$ cat src/hw/rtl/aled_pkg.sv
// Shared types, constants and the default color table for the addressable
// LED bit serializer. No dependencies; every file but aled_out_if uses this one.
package aled_pkg;

  localparam int unsigned DEFAULT_PIXEL_COUNT = 12;
  localparam int unsigned BITS_PER_PIXEL      = 24;
  localparam int unsigned INDEX_W             = 4;
  // only this many entries are reachable through the pixel index field
  localparam int unsigned STORE_MAX           = 2 ** INDEX_W;
  localparam int unsigned COLOR_W             = 8;
  localparam int unsigned CFG_INDEX_W         = 3;
  localparam int unsigned CFG_DATA_W          = 8;
  localparam int unsigned SLOT_W              = 7;

  localparam logic [7:0] ZERO_CODE_RST  = 8'd12;
  localparam logic [7:0] ONE_CODE_RST   = 8'd30;
  localparam logic [5:0] LEAD_BLANK_RST = 6'd10;
  localparam logic [3:0] TRAIL_BLANK_RST = 4'd2;
  localparam logic [5:0] GAP_SLOTS_RST  = 6'd12;

  typedef enum logic [1:0] {
    OP_WRITE_COLOR = 2'd0,
    OP_WRITE_ON    = 2'd1,
    OP_START       = 2'd2,
    OP_TICK        = 2'd3
  } op_t;

  typedef enum logic [1:0] {
    PH_IDLE  = 2'd0,
    PH_LEAD  = 2'd1,
    PH_DATA  = 2'd2,
    PH_TRAIL = 2'd3
  } phase_t;

  typedef enum logic [CFG_INDEX_W-1:0] {
    REG_ZERO_CODE   = 3'd0,
    REG_ONE_CODE    = 3'd1,
    REG_LEAD_BLANK  = 3'd2,
    REG_TRAIL_BLANK = 3'd3,
    REG_GAP_SLOTS   = 3'd4
  } cfg_reg_t;

  // colors packed as green, red, blue from high to low
  function automatic logic [23:0] default_color(input int unsigned idx);
    logic [23:0] c;
    unique case (idx)
      0:       c = 24'hFF0000;
      1:       c = 24'h0000FF;
      2:       c = 24'h0000FF;
      3:       c = 24'h00FFFF;
      4:       c = 24'h00FF00;
      5:       c = 24'h80FF00;
      6:       c = 24'hFFFF00;
      7:       c = 24'hFF0000;
      8:       c = 24'hFF0080;
      9:       c = 24'h0000FF;
      10:      c = 24'h0080FF;
      11:      c = 24'h00FFFF;
      default: c = 24'h000000;
    endcase
    return c;
  endfunction

endpackage

$ cat src/hw/rtl/aled_in_if.sv
// Input channel of the LED serializer: valid/ready plus one command item.
// Depends on aled_pkg for field types.
interface aled_in_if;
  logic                                valid;
  logic                                ready;
  aled_pkg::op_t                       operation;
  logic [aled_pkg::INDEX_W-1:0]        pixel_index;
  logic [aled_pkg::COLOR_W-1:0]        red;
  logic [aled_pkg::COLOR_W-1:0]        green;
  logic [aled_pkg::COLOR_W-1:0]        blue;
  logic                                on_flag;

  modport source (output valid, operation, pixel_index, red, green, blue, on_flag,
                  input ready);
  modport sink   (input valid, operation, pixel_index, red, green, blue, on_flag,
                  output ready);
endinterface

$ cat src/hw/rtl/aled_out_if.sv
// Result channel of the LED serializer: valid/ready plus one duty slot.
// No dependencies.
interface aled_out_if;
  logic       valid;
  logic       ready;
  logic [7:0] duty_code;
  logic       frame_last;

  modport source (output valid, duty_code, frame_last, input ready);
  modport sink   (input valid, duty_code, frame_last, output ready);
endinterface

$ cat src/hw/rtl/addressable_led_bit_serializer.sv
// Addressable LED bit serializer: pixel store, frame sequencer, output register.
// Depends on aled_pkg, aled_in_if and aled_out_if.
//
// Usage:
//   in_ch carries commands: write a pixel color, write a pixel on flag,
//   start a frame, or tick one PWM slot. Writes to an index at or beyond
//   PIXEL_COUNT are dropped. Each tick during a frame yields one transfer on
//   out_ch: the duty code for that slot, with frame_last on the final slot.
//   Writes, starts and idle ticks yield nothing.
//   cfg_we/cfg_index/cfg_wdata write the five timing and code registers;
//   write them only while out_ch is empty; a change applies from the next tick.
// Timing:
//   One command is taken per cycle. A tick's result appears on out_ch in the
//   cycle after its transfer. The single output register sets
//   the rate: in_ch.ready stays high while that register is empty or being
//   drained, so a receiver that takes every cycle sees one slot per cycle.
//   When the receiver stalls, the result holds and in_ch.ready drops.
// Reset:
//   rst_n (synchronous, active low) loads the default colors, sets every
//   pixel on, returns the sequencer to idle and restores register defaults.
module addressable_led_bit_serializer #(
  parameter int unsigned PIXEL_COUNT = aled_pkg::DEFAULT_PIXEL_COUNT
) (
  input  logic                                  clk,
  input  logic                                  rst_n,
  aled_in_if.sink                               in_ch,
  aled_out_if.source                            out_ch,
  input  logic                                  cfg_we,
  input  logic [aled_pkg::CFG_INDEX_W-1:0]      cfg_index,
  input  logic [aled_pkg::CFG_DATA_W-1:0]       cfg_wdata
);
  import aled_pkg::*;

  localparam int unsigned STORE_D  = (PIXEL_COUNT < STORE_MAX) ? PIXEL_COUNT : STORE_MAX;
  localparam int unsigned STORE_AW = (STORE_D > 1) ? $clog2(STORE_D) : 1;
  localparam int unsigned PC_MAX   = (PIXEL_COUNT > 64) ? PIXEL_COUNT : 64;
  localparam int unsigned PCW      = $clog2(PC_MAX + 1);

  // configuration
  logic [7:0] zero_code_r, one_code_r;
  logic [5:0] lead_blank_r, gap_slots_r;
  logic [3:0] trail_blank_r;

  // pixel store
  logic [23:0] colors_r [STORE_D];
  logic        on_r     [STORE_D];

  // sequencer
  phase_t            phase_r, phase_nxt;
  logic [PCW-1:0]    pixel_r, pixel_nxt;
  logic [SLOT_W-1:0] slot_r, slot_nxt;

  // output register
  logic       out_valid_r, out_valid_nxt;
  logic [7:0] duty_r, duty_nxt;
  logic       last_r, last_nxt;

  logic           accept;
  logic           produce;
  logic           wr_ok;
  logic [SLOT_W:0] period;
  logic [SLOT_W:0] slot_inc;
  logic [PCW:0]   pixel_inc;
  logic           period_end;
  logic           in_store;
  logic [23:0]    cur_color;
  logic           cur_on;
  logic [4:0]     bit_sel;
  logic           cur_bit;

  assign in_ch.ready       = !out_valid_r || out_ch.ready;
  assign accept            = in_ch.valid && in_ch.ready;
  assign produce           = accept && (in_ch.operation == OP_TICK) && (phase_r != PH_IDLE);
  assign wr_ok             = ({{(PCW-INDEX_W){1'b0}}, in_ch.pixel_index} < PCW'(PIXEL_COUNT));

  assign out_ch.valid      = out_valid_r;
  assign out_ch.duty_code  = duty_r;
  assign out_ch.frame_last = last_r;

  always_ff @(posedge clk) begin
    if (!rst_n) begin
      zero_code_r   <= ZERO_CODE_RST;
      one_code_r    <= ONE_CODE_RST;
      lead_blank_r  <= LEAD_BLANK_RST;
      trail_blank_r <= TRAIL_BLANK_RST;
      gap_slots_r   <= GAP_SLOTS_RST;
    end else if (cfg_we) begin
      unique case (cfg_reg_t'(cfg_index))
        REG_ZERO_CODE:   zero_code_r   <= cfg_wdata;
        REG_ONE_CODE:    one_code_r    <= cfg_wdata;
        REG_LEAD_BLANK:  lead_blank_r  <= cfg_wdata[5:0];
        REG_TRAIL_BLANK: trail_blank_r <= cfg_wdata[3:0];
        REG_GAP_SLOTS:   gap_slots_r   <= cfg_wdata[5:0];
        default: ;
      endcase
    end
  end

  always_ff @(posedge clk) begin
    if (!rst_n) begin
      for (int i = 0; i < STORE_D; i++) begin
        colors_r[i] <= default_color(i);
        on_r[i]     <= 1'b1;
      end
    end else if (accept && wr_ok) begin
      if (in_ch.operation == OP_WRITE_COLOR) begin
        colors_r[in_ch.pixel_index[STORE_AW-1:0]] <= {in_ch.green, in_ch.red, in_ch.blue};
      end
      if (in_ch.operation == OP_WRITE_ON) begin
        on_r[in_ch.pixel_index[STORE_AW-1:0]] <= in_ch.on_flag;
      end
    end
  end

  // pixels past the writable store are always black
  assign in_store  = (pixel_r < PCW'(STORE_D));
  assign cur_color = in_store ? colors_r[pixel_r[STORE_AW-1:0]] : 24'h000000;
  assign cur_on    = in_store ? on_r[pixel_r[STORE_AW-1:0]] : 1'b0;
  assign bit_sel   = 5'(5'd23 - slot_r[4:0]);
  assign cur_bit   = cur_on && cur_color[bit_sel];

  assign period     = (SLOT_W+1)'(BITS_PER_PIXEL) + {{(SLOT_W+1-6){1'b0}}, gap_slots_r};
  assign slot_inc   = {1'b0, slot_r} + 1'b1;
  assign pixel_inc  = {1'b0, pixel_r} + 1'b1;
  assign period_end = (slot_inc >= period);

  always_ff @(posedge clk) begin
    if (!rst_n) begin
      phase_r     <= PH_IDLE;
      pixel_r     <= '0;
      slot_r      <= '0;
      out_valid_r <= 1'b0;
    end else begin
      phase_r     <= phase_nxt;
      pixel_r     <= pixel_nxt;
      slot_r      <= slot_nxt;
      out_valid_r <= out_valid_nxt;
    end
  end

  always_ff @(posedge clk) begin
    duty_r <= duty_nxt;
    last_r <= last_nxt;
  end

  always_comb begin
    phase_nxt     = phase_r;
    pixel_nxt     = pixel_r;
    slot_nxt      = slot_r;
    out_valid_nxt = out_valid_r;
    duty_nxt      = duty_r;
    last_nxt      = last_r;

    if (out_ch.ready) begin
      out_valid_nxt = 1'b0;
    end

    if (accept && in_ch.operation == OP_START) begin
      pixel_nxt = '0;
      slot_nxt  = '0;
      phase_nxt = (lead_blank_r == '0) ? PH_DATA : PH_LEAD;
    end else if (produce) begin
      out_valid_nxt = 1'b1;
      duty_nxt      = 8'd0;
      last_nxt      = 1'b0;

      if (phase_r == PH_DATA && slot_r < SLOT_W'(BITS_PER_PIXEL)) begin
        duty_nxt = cur_bit ? one_code_r : zero_code_r;
      end

      if (period_end) begin
        if (phase_r == PH_TRAIL && pixel_inc >= {{(PCW+1-4){1'b0}}, trail_blank_r}) begin
          last_nxt = 1'b1;
        end
        if (phase_r == PH_DATA && trail_blank_r == '0 &&
            pixel_inc >= (PCW+1)'(PIXEL_COUNT)) begin
          last_nxt = 1'b1;
        end
      end

      slot_nxt = slot_inc[SLOT_W-1:0];
      if (period_end) begin
        slot_nxt  = '0;
        pixel_nxt = pixel_inc[PCW-1:0];
        unique case (phase_r)
          PH_LEAD: begin
            if (pixel_inc >= {{(PCW+1-6){1'b0}}, lead_blank_r}) begin
              phase_nxt = PH_DATA;
              pixel_nxt = '0;
            end
          end
          PH_DATA: begin
            if (pixel_inc >= (PCW+1)'(PIXEL_COUNT)) begin
              pixel_nxt = '0;
              phase_nxt = (trail_blank_r == '0) ? PH_IDLE : PH_TRAIL;
            end
          end
          PH_TRAIL: begin
            if (pixel_inc >= {{(PCW+1-4){1'b0}}, trail_blank_r}) begin
              pixel_nxt = '0;
              phase_nxt = PH_IDLE;
            end
          end
          default: ;
        endcase
      end
    end
  end

  // a slot flagged as last always closes the frame
  a_last_ends_frame: assert property (@(posedge clk) disable iff (!rst_n)
    produce && last_nxt |=> phase_r == PH_IDLE)
    else $error("frame_last slot did not return the sequencer to idle");

  a_data_pixel_range: assert property (@(posedge clk) disable iff (!rst_n)
    phase_r == PH_DATA |-> pixel_r < PCW'(PIXEL_COUNT))
    else $error("data phase pixel counter past the pixel count");

  a_no_result_from_cmd: assert property (@(posedge clk) disable iff (!rst_n)
    accept && in_ch.operation != OP_TICK && !out_valid_r |=> !out_valid_r)
    else $error("non-tick command produced a result");

  a_slot_range: assert property (@(posedge clk) disable iff (!rst_n)
    slot_r < SLOT_W'(BITS_PER_PIXEL + 63))
    else $error("slot counter past the longest pixel period");

endmodule

$ cat src/flat_wrapper.sv
// flat-port wrapper written by rule: the top's interface ports become plain ports
module addressable_led_bit_serializer_flat import aled_pkg::*;
#(
  parameter int unsigned PIXEL_COUNT = aled_pkg::DEFAULT_PIXEL_COUNT
)
  (clk, rst_n, cfg_we, cfg_index, cfg_wdata, in_ch_valid, in_ch_operation, in_ch_pixel_index, in_ch_red, in_ch_green, in_ch_blue, in_ch_on_flag, in_ch_ready, out_ch_valid, out_ch_duty_code, out_ch_frame_last, out_ch_ready);
  aled_in_if in_ch_i ();
  aled_out_if out_ch_i ();
  input  logic clk;
  input  logic rst_n;
  input  logic cfg_we;
  input  logic [aled_pkg::CFG_INDEX_W-1:0] cfg_index;
  input  logic [aled_pkg::CFG_DATA_W-1:0] cfg_wdata;
  input wire logic [$bits(in_ch_i.valid)-1:0] in_ch_valid;
  input wire logic [$bits(in_ch_i.operation)-1:0] in_ch_operation;
  input wire logic [$bits(in_ch_i.pixel_index)-1:0] in_ch_pixel_index;
  input wire logic [$bits(in_ch_i.red)-1:0] in_ch_red;
  input wire logic [$bits(in_ch_i.green)-1:0] in_ch_green;
  input wire logic [$bits(in_ch_i.blue)-1:0] in_ch_blue;
  input wire logic [$bits(in_ch_i.on_flag)-1:0] in_ch_on_flag;
  output wire logic [$bits(in_ch_i.ready)-1:0] in_ch_ready;
  output wire logic [$bits(out_ch_i.valid)-1:0] out_ch_valid;
  output wire logic [$bits(out_ch_i.duty_code)-1:0] out_ch_duty_code;
  output wire logic [$bits(out_ch_i.frame_last)-1:0] out_ch_frame_last;
  input wire logic [$bits(out_ch_i.ready)-1:0] out_ch_ready;
  assign in_ch_i.valid = in_ch_valid;
  assign in_ch_i.operation = in_ch_operation;
  assign in_ch_i.pixel_index = in_ch_pixel_index;
  assign in_ch_i.red = in_ch_red;
  assign in_ch_i.green = in_ch_green;
  assign in_ch_i.blue = in_ch_blue;
  assign in_ch_i.on_flag = in_ch_on_flag;
  assign in_ch_ready = in_ch_i.ready;
  assign out_ch_valid = out_ch_i.valid;
  assign out_ch_duty_code = out_ch_i.duty_code;
  assign out_ch_frame_last = out_ch_i.frame_last;
  assign out_ch_i.ready = out_ch_ready;
  addressable_led_bit_serializer #(.PIXEL_COUNT(PIXEL_COUNT)) u_core (.clk(clk), .rst_n(rst_n), .in_ch(in_ch_i), .out_ch(out_ch_i), .cfg_we(cfg_we), .cfg_index(cfg_index), .cfg_wdata(cfg_wdata));
endmodule
$ cat config.mk
export PLATFORM = sky130hd
export DESIGN_NAME = addressable_led_bit_serializer_flat
export DESIGN_NICKNAME = d
export VERILOG_FILES = /design/src/hw/rtl/aled_pkg.sv /design/src/hw/rtl/aled_in_if.sv /design/src/hw/rtl/aled_out_if.sv /design/src/hw/rtl/addressable_led_bit_serializer.sv /design/src/flat_wrapper.sv
export SDC_FILE = /design/constraint.sdc
export NUM_CORES = 1
export LEC_CHECK = 0
export ABC_AREA = 1
export BUFFER_PORTS_ARGS = -buffer_cell sky130_fd_sc_hd__buf_2
export CELL_PAD_IN_SITES_DETAIL_PLACEMENT = 0
export CELL_PAD_IN_SITES_GLOBAL_PLACEMENT = 1
export CORE_ASPECT_RATIO = 1.25
export CORE_MARGIN = 5
export CORE_UTILIZATION = 49
export DETAILED_ROUTE_END_ITERATION = 6
export PLACE_DENSITY_LB_ADDON = 0.1
export SLEW_MARGIN = 10
export SYNTH_ARGS = -nofsm -noshare
export SYNTH_HDL_FRONTEND = slang
export SYNTH_SLANG_ARGS = --single-unit
$ cat constraint.sdc
create_clock -name clk -period 3.5 [get_ports clk]
set_input_delay 1.05 -clock clk [delete_from_list [all_inputs] [get_ports clk]]
set_output_delay 1.05 -clock clk [all_outputs]
set_load 0.1 [all_outputs]
---- Word level (Yosys, flattened, before mapping) ----
Memory sizes are Yosys's and may differ from the RTL's. A register that Yosys moved wholly into a read port is not among the register bits.
Cells that the tools add are included.
word-level totals
  memories kept ........................... 2
  flip-flop bits (word level) ............. 58
  word-level logic and storage cells ...... 122
  bits in writable memories ............... 300
cells by class
  equal/unequal tests ..................... 13
  reductions and logical operators ........ 31
  magnitude comparators ................... 8
  mux-type cells .......................... 51
  add/sub/neg operators ................... 4
  bitwise operators ....................... 2
memory list
  name             words  bits a word  rd ports  clocked after memory_dff  write ports  RTL line                              RTL
  u_core.colors_r  12     24           1         1                         12           addressable_led_bit_serializer.sv:45  logic [23:0] colors_r [STORE_D];
  u_core.on_r      12     1            1         1                         12           addressable_led_bit_serializer.sv:46  logic on_r [STORE_D];
operators with widths
  operator                                              count
  two-way mux 24 bit                                    10
  two-way mux 7 bit                                     4
  two-way mux 4 bit                                     6
  OR reduction 24 bit                                   1
  case mux 7 bit (3 select lines)                       1
  two-way mux 1 bit                                     19
  adder 7 x 1 -> 8 bit (second input constant)          2
  two-way mux 2 bit                                     8
  AND reduction 2 bit                                   7
  logical AND 1 bit                                     10
  == test 2 bit (second input constant)                 4
  >= comparator 8 x 4 -> 1 bit                          1
  >= comparator 8 x 4 -> 1 bit (second input constant)  1
  >= comparator 8 x 6 -> 1 bit                          1
  >= comparator 8 bit                                   1
  two-way mux 8 bit                                     1
  adder 5 x 6 -> 7 bit (first input constant)           1
  < comparator 7 x 4 -> 1 bit (second input constant)   1
  < comparator 7 x 5 -> 1 bit (second input constant)   1
  == test 3 x 2 -> 1 bit (second input constant)        2
  zero test 6 bit                                       1
  < comparator 5 x 6 -> 1 bit (second input constant)   1
  != test 3 x 2 -> 1 bit (second input constant)        2
  case mux 2 bit (3 select lines)                       1
  18 further kinds                                      22

---- Depth between registers and ports, before layout ----
Gate-level depths: netlist (run 1).
  word-level depth ........................ 9
  mapped depth ............................ 18

---- Worst setup path after synthesis (run 1) ----
OpenSTA, ideal clock, no wires.
  kind .................................... input-to-reg
  from .................................... in out_ch_ready
  to ...................................... mem u_core.colors_r[1][0], enable pin
  arrival ................................. 3.611 ns
  library setup time ...................... 0.381 ns
  cell stages on the path ................. 10
  path buffers ............................ 2
  setup slack ............................. -0.492 ns
  cell sequence ........................... inv_1 nand2_1 nand2_1 a21oi_1 inv_1 nor4_2 buf_2 nand2_1 clkbuf_1 nand2_1
RTL lines
  item         RTL line                              RTL
  from (decl)  flat_wrapper.sv:25                    input wire logic [$bits(out_ch_i.ready)-1:0] out_ch_ready;
  to (decl)    addressable_led_bit_serializer.sv:45

==> out/results.txt, run 1 <==
The flow ran to the end, and the final reports show no timing, DRC or antenna violations. Sort of element at the start of the critical path: a register. The instance count of the mapped netlist is 2169. The H-tree was split into 2 levels.

Summing the sequential cell areas from Yosys gives 63.73% of the chip area. The die covers 0.04699 mm². The switching power share of the total was 21.63%. The minimum setup slack after placement was 382.7 ps; the area of the core was 0.04215 mm². The run gives 2372 as the net total in the final layout.

The routed design has 59.59 mm of wire. The worst vdd rail ir drop is 0.3248 mV. The longest clock path from root to sink contains 3 buffers. The worst setup path category is register to register. For the worst setup path, the data required time is 3830 ps. The analysis attributes to cell leakage a power of 9.322 nW. The total negative slack was 0 ps; the share of total power in the clock network was 41.8%. Setup repair after global routing left no endpoint under its margin. Entering global routing, the biggest net connects 101 pins.

Final-report max-slew violation count: 0. Measured along the x axis, the die boundary spans 194.9 µm. Most frequent standard cell in the layout excluding fill and tap cells: nand2_1. Pin placement for this block handled 58 I/O pins. The final-report setup violation count was 0; the total via count after detailed routing was 15688. The tools report the power spent charging and discharging nets as 2.513 mW. The vertical die dimension came out at 241.1 µm.

The post-CTS resize count is 0. The biggest area contributor in the post-synthesis netlist is edfxtp_1. The tools report the via count of the first global-routing pass as 15592. The share of the cycle needed by the critical path after routing came out at 82.09%.

The area growth from synthesis to layout was 13.46%; the number of endpoints with negative hold slack in the final report was 0. The number of max-capacitance violations reported is 0. TritonCTS built the clock tree. The run gives 90.90 mm as the global-route wire length before repair. The per-cell via count in the routed design is 5.413. For this design, the CTS-stage hold fixing added 0 buffers. The worst path needs 2873 ps of the cycle, external delays included. The cell area after synthesis was 0.02094 mm². The power density of the placed cells came out at 489.2 mW/mm². Setup slack closes at 626.9 ps. In the final layout, the share of cells above drive strength 1 is 8.679%.

After detailed routing, the number of remaining DRC violations is 0. The clock latency on the worst-skew pair was 580 ps; the routability congestion estimate from global placement was 0.8355. Per report_power, the sequential group accounts for 53.9% of the total. CTS root buffer: clkbuf_16.

The overflow left after global routing was 0; the number of warnings reported in the yosys synthesis log was 0. The global-route usage over all layers is 25.28%, and the number of antenna violations at the first check in global routing is 0. After synthesis, the mean cell area works out to 9.653 µm². The worst pin sits at a relative slew slack of 25.79%. After floorplanning, the core was divided into 84 placement rows. Combinational cells account for 4.3% of the total power.

Counting flops and latches in the post-synthesis netlist gives 462. For this block, the initial DRC count from the detailed router was 1223. Derived from the worst setup path, the maximum achievable clock frequency is 348.1 MHz.

Summed over its instances, the top area cell type makes up 58.66% of the synthesized netlist area. The type of destination of the critical path was a register. The starting density of the core is 49.68%, and the number of iterations in the first detailed-routing pass is 5. The internal power of the cells totals 9.108 mW. The run gives 454.8 ps as the post-route worst hold slack. The class of the worst hold path is register to register.

Post-CTS repair timing setup buffer count: 0. The maximum fanout along the worst path is 37. The unique cell type count in the Yosys netlist is 38. Clock-pin slew was measured on the worst setup and hold paths at 60 ps. For this design, the sink count on the clock tree is 462. The half-perimeter wire length after detailed placement is 39.65 mm, and the arrival time of data at the critical path endpoint is 3210 ps. The number of buffers added on ports works out to 57. The final antenna diode count came out at 0. The detail route stage leaves a number of antenna-violating nets equal to 0. On the final layout, the worst clock skew is 15.69 ps. The average routed wire per standard cell came out at 20.56 µm.

Buffers inserted during clock tree synthesis total 47. By area the synthesized netlist is led by edfxtp_1, nand2_1, nand3_1. The layout filler cell count was 3816.

The library cells used most frequently in the layout, excluding fill and tap cells, are nand2_1, edfxtp_1, nand3_1, nor2_1, inv_1. The actual slew at the worst max-slew pin works out to 1104 ps.
kinds of logic (layout without fill, tap and decap cells):
kind of cell / after synthesis / in the layout / share of synthesized area [%]
AO/OA/AOI/OAI: 116 / 116 / 3.024
adder cells (fa/ha/maj): 21 / 21 / 1.255
buffers and inverters: 246 / 317 / 5.360
XOR/XNOR: 9 / 9 / 0.3765
AND/OR/NAND/NOR: 1314 / 1314 / 26.24
flip-flops: 462 / 462 / 63.73
other: 1 / 100 / 0.01791
state kept, by name (all words and copies together) (netlist names), 6 cells and up, named ones only:
name / count
u_core.gap_slots_r: 6
u_core.out_ch.duty_code: 8
u_core.zero_code_r: 8
u_core.one_code_r: 8
u_core.lead_blank_r: 6
u_core.colors_r: 384
u_core.on_r: 16
u_core.pixel_r: 7
u_core.slot_r: 7
cell type report:
cell class	count	area [µm²]	share of cell area [%]
timing repair buffer	115	908.4	3.824
inverter	118	450.4	1.896
multi-input combinational	1560	6882	28.97
tap	559	699.4	2.944
clock inverter	18	133.9	0.5636
clock buffer	66	1330	5.599
sequential	462	13350	56.20
worst paths after layout:
| path | end | startpoint | slack [ps] | depth (start not counted) |
|---|---|---|---|---|
| setup / recovery | u_core.out_ch.duty_code[6] | register | 630 | 16 |
| hold / removal | u_core.one_code_r[5] | u_core.one_code_r[5] | 450 | 2 |
| setup reg to reg | u_core.out_ch.duty_code[6] | register | 630 | 16 |
| hold reg to reg | u_core.one_code_r[5] | u_core.one_code_r[5] | 450 | 2 |
cell usage after synthesis, drive strengths merged:
library cell  instances
o221ai                2
o21ai                52
a21boi                1
a21oi                46
edfxtp              409
nor3b                 1
nand3               379
dfxtp                53
o211ai                9
buf                  76
clkinv                5
xor2                  7
and2                  1
ha                   21
nor3                  7
nor2                260
inv                 113
a211oi                1
nand4                 5
nor4                  5
conb                  1
xnor2                 2
nand3b                1
nand2               655
clkbuf               52
o22ai                 5
stage by stage:
step / cell area (µm²) / instances / power [mW] / util, %
floorplan: 21330 / 2268 / 6.644 / -
global placement: 22290 / 2814 / 6.859 / 52.89
detailed placement: 22290 / 2814 / 6.875 / 52.89
CTS: 23760 / 2898 / 11.71 / 56.36
global route: 23760 / 2898 / 12.02 / 56.36
finish: 23760 / 2898 / 11.62 / 56.36
critical path: stages (launching register included):
cell and delay, ps:
dfxtp_4 390, inv_6 250, buf_12 260, buf_4 190
nand2_1 60, nand3_1 60, nand3_1 80, nand3_1 220
nand2_1 90, nand2_1 60, nand3_1 80, nand2_1 110
nand3_2 190, a21oi_4 310, nand3_1 110, nand2_1 80
nor2_1 50
layer usage:
metal / share of wire, % / global-route usage, %
met3: 5.2 / 3.477
met5: 0 / 0
met4: 4.9 / 11.75
met2: 51 / 45.24
met1: 39 / 30.45
power by group through the flow:
stage / Sequential [mW] / Combinational (mW) / Clock, mW
detailed placement: 6.38 / 0.498 / 0
global placement: 6.37 / 0.489 / 0
floorplan: 6.37 / 0.277 / 0
global route: 6.27 / 0.550 / 5.20
finish: 6.26 / 0.498 / 4.86
CTS: 6.26 / 0.501 / 4.95
Note: power is estimated with default switching activity, not from simulation.
==> run 2: changes to the inputs <==
- CORE_UTILIZATION: 49 -> 44
- clock period: 3.5 -> 2.5 ns (I/O delays scaled with it)
==> run 2 against run 1 <==
Compared with the run above: the run now ends with negative setup slack left; largest power group unchanged; sequential power increased by 40%; register-to-register slack worse by 650 ps; largest cell class unchanged; via count rose by 4.9%; critical endpoint unchanged; sequential share of layout area down 5.0 points; clock power grew 51%; clock skew fell by 4.1 ps.
==> out/results.txt, run 2 (synthesized netlist as in run 1, its figures left out) <==
The number of buffers added on ports works out to 57 (unchanged). The tools report the capture instance of the worst register-to-register path as u_core.out_ch.duty_code[6]. The global-route track usage on met3 was 3.318% (-0.16 points). For the total I/O pin count, the log shows 58 (unchanged).

The number of max-capacitance violations reported was 0 (unchanged); the fraction of final layout cells sized beyond drive strength 1 was 17.36% (+8.7 points). The global-route usage over all layers is 24.02% (-1.3 points). The worst setup path is captured at a register. The power density of the placed cells was 645.8 mW/mm² (+32%). The final-report setup violation count was 7 (+7). The run gives -20 ps (-650 ps) as the minimum setup slack among reg-to-reg paths.

The leakage power is 10.34 nW (+11%), and the clock buffer count from CTS is 48 (+2.1%). The peak-usage layer in the global routing report is met2. The tools report the sort of element at the start of the critical path as a register. The largest register by flop count was u_core.colors_r. The worst hold path cell count was 1 (-1). Routability congestion estimate from global placement: 0.8501 (+1.7%).

The run gives 0 (unchanged) as the overflow left after global routing. The tools report the number of iterations in the first detailed-routing pass as 5 (unchanged). The full die area is 0.05208 mm² (+11%).

The horizontal die dimension is 205.1 µm (+5.2%), and the number of flip-flops under the largest register name is 384 (unchanged). The net total in the final layout came out at 2497 (+5.3%). For the arrival time of data at the critical path endpoint, the log shows 2860 ps (-350 ps). The final reports fail on negative setup slack. The tightest min-delay check is of the primary input to register type. H-tree depth: 2 (unchanged).

The clock latency on the worst-skew pair is 580 ps (about the same). The number of antenna violations at the first check in global routing is 0 (unchanged), and the row count is 89 (+6.0%). The minimum clock period is 2521 ps (-352.3 ps), and the maximum fanout along the worst path is 7 (-81%). The sum of internal, switching and leakage power was 16.85 mW (+45%). The hold-fix buffer count after cts is 0 (unchanged), and the number of endpoints with negative hold slack in the final report is 0 (unchanged). The share of the cycle needed by the critical path after routing works out to 100.8% (+19 points). The library cell used most frequently in the layout, excluding fill and tap cells, is nand2_1. The antenna violation net count after detailed routing was 0 (unchanged); the area of the core was 0.04722 mm² (+12%).

The run finished, with violations left. The actual slew at the worst max-slew pin was 527.6 ps (-576.4 ps); the final antenna diode count was 0 (unchanged). Per-cell via count in the routed design: 5.308 (-2.0%). TritonCTS built the clock tree.

For the worst vdd rail ir drop, the log shows 0.5588 mV (+72%). The via count of the first global-routing pass was 16051 (+2.9%); the half-perimeter wire length after detailed placement was 42.54 mm (+7.3%). The worst setup path category is register to register.

The tools report the CTS root buffer as clkbuf_16. The starting density of the core came out at 44.34% (-5.3 points). The total negative slack was -76.34 ps (-76.34 ps). The area growth from synthesis to layout came out at 24.63%. The hold path endpoint is u_core.colors_r[14][16]. The upper clock frequency limit is 396.7 MHz (+14%), and the worst reg2reg path depth is 19 (+3). The run gives -20.75 ps (-647.7 ps) as the worst-case setup margin in the final layout. The average routed wire per standard cell was 20.83 µm (+1.3%); the total via count after detailed routing was 16464 (+4.9%). The run gives 462 (unchanged) as the number of sinks driven by the clock tree. The pin count of the biggest net entering global routing came out at 46 (-54%). The run gives 2840 ps (-990 ps) as the required time of the critical path.

Setup repair after global routing could not meet its margin everywhere. The largest registers in the layout are u_core.colors_r (384), u_core.on_r (16). For the detailed-route DRC error count, the log shows 0 (unchanged). The final design area excluding fillers is 0.02609 mm² (+9.8%), and the clock skew is 11.60 ps (-4.087 ps). The final core utilization was 55.27% (-1.1 points); the global routing met2 resource utilization was 42.67% (-2.6 points). Number of violations reported at the end of detailed-routing iteration 0: 1307 (+6.9%). The clock slew at the register clock pins of the worst setup and hold paths came out at 60 ps (about the same). In the layout the commonest cells are nand2_1, edfxtp_1, nand3_1, nor2_1, buf_4. The total wire length was 64.61 mm (+8.4%); the final-report max-slew violation count was 0 (unchanged). The tools report the area after detailed placement as 0.02350 mm² (+5.4%). The number of buffers on the longest clock path is 3 (unchanged).

The vertical die dimension was 253.9 µm (+5.3%); the headroom to the max-slew limit was 64.79% (+39 points). For the global-route wire length before repair, the log shows 94.65 mm (+4.1%). Met1 demand-to-capacity share in global routing: 30.05% (-0.41 points). In this run the most critical hold path is launched from in_ch_green[0].
-- run 2: cell types whose count changed in the layout (fill, tap and decap cells not counted), moves of 9 or more --
cell / before / now
buf_12: 15 / 44
buf_6: 0 / 9
buf_4: 43 / 113
nand2_1: 643 / 627
nand3_1: 377 / 332
nor2_1: 259 / 246
nand3_2: 2 / 44
-- run 2: stage by stage --
stage | hold slack [ps] | std cells | worst slack, ps
floorplan | 429.6 | 2268 | -207.3
detailed placement | 451.8 | 2982 | -113.4
global placement | 443.6 | 2982 | -136.4
finish | 399.3 | 3102 | -20.75
global route | 376.1 | 3102 | -135.5
CTS | 370.3 | 3070 | -3.636
-- run 2: area by class of cell --
cell class / instances / area (µm²)
Tap cell: 637 / 797.0
Multi-Input combinational cell: 1560 / 7430
Clock buffer: 56 / 1262
Clock inverter: 30 / 315.3
Timing Repair inverter: 2 / 20.02
Fill cell: 4318 / 21120
Sequential cell: 462 / 13370
Inverter: 118 / 462.9
Timing Repair Buffer: 237 / 2441
-- run 2: metal layers --
layer	share of wire [%]	routed length, µm
met1	39	25350
met2	51	33090
met3	5.7	3711
met4	3.8	2454
met5	0	0
-- run 2: power by group --
| group | leakage [nW] | internal, mW | switching, mW |
|---|---|---|---|
| Sequential | 4.20 | 8.68 | 0.0845 |
| Combinational | 5.37 | 0.213 | 0.541 |
| Clock | 0.771 | 4.31 | 3.02 |
-- run 2: critical path: stages, from the launching register on --
cell and delay (ps):
dfxtp_4 470, clkinv_8 80, buf_8 140, buf_12 140, buf_12 150, nand2_4 50
nand3_2 60, nand3_2 80, nand2_2 50, a21oi_2 150, nor2_1 70, nor2_2 130
nand2_2 80, nand3_4 120, nand2_4 60, nor2_4 120, nor2_4 60, buf_12 140
nor2_2 70, nor2_1 40
-- run 2: how the worst max path moves through the flow --
stage | start | endpoint | slack (ps) | cells past startpoint
3_3_place_gp | out_ch_ready | u_core.colors_r[8][19] | -140 | 11
6_report | register | u_core.out_ch.duty_code[6] | -20 | 19
3_5_place_dp | u_core.slot_r[1] | u_core.phase_r[1] | -110 | 13
4_1_cts | u_core.slot_r[0] | u_core.phase_r[1] | -4 | 15
2_1_floorplan | out_ch_ready | u_core.colors_r[6][0] | -210 | 8
5_1_grt | register | u_core.out_ch.duty_code[4] | -140 | 19
-- run 2: timing repair --
action | CTS | global route
pin swaps | 4 | 25
buffers inserted | 2 | 20
setup endpoints to repair | 15 | 21
hold endpoints to repair | 0 | 0
cloned | 0 | 12
gates resized for setup | 13 | 129
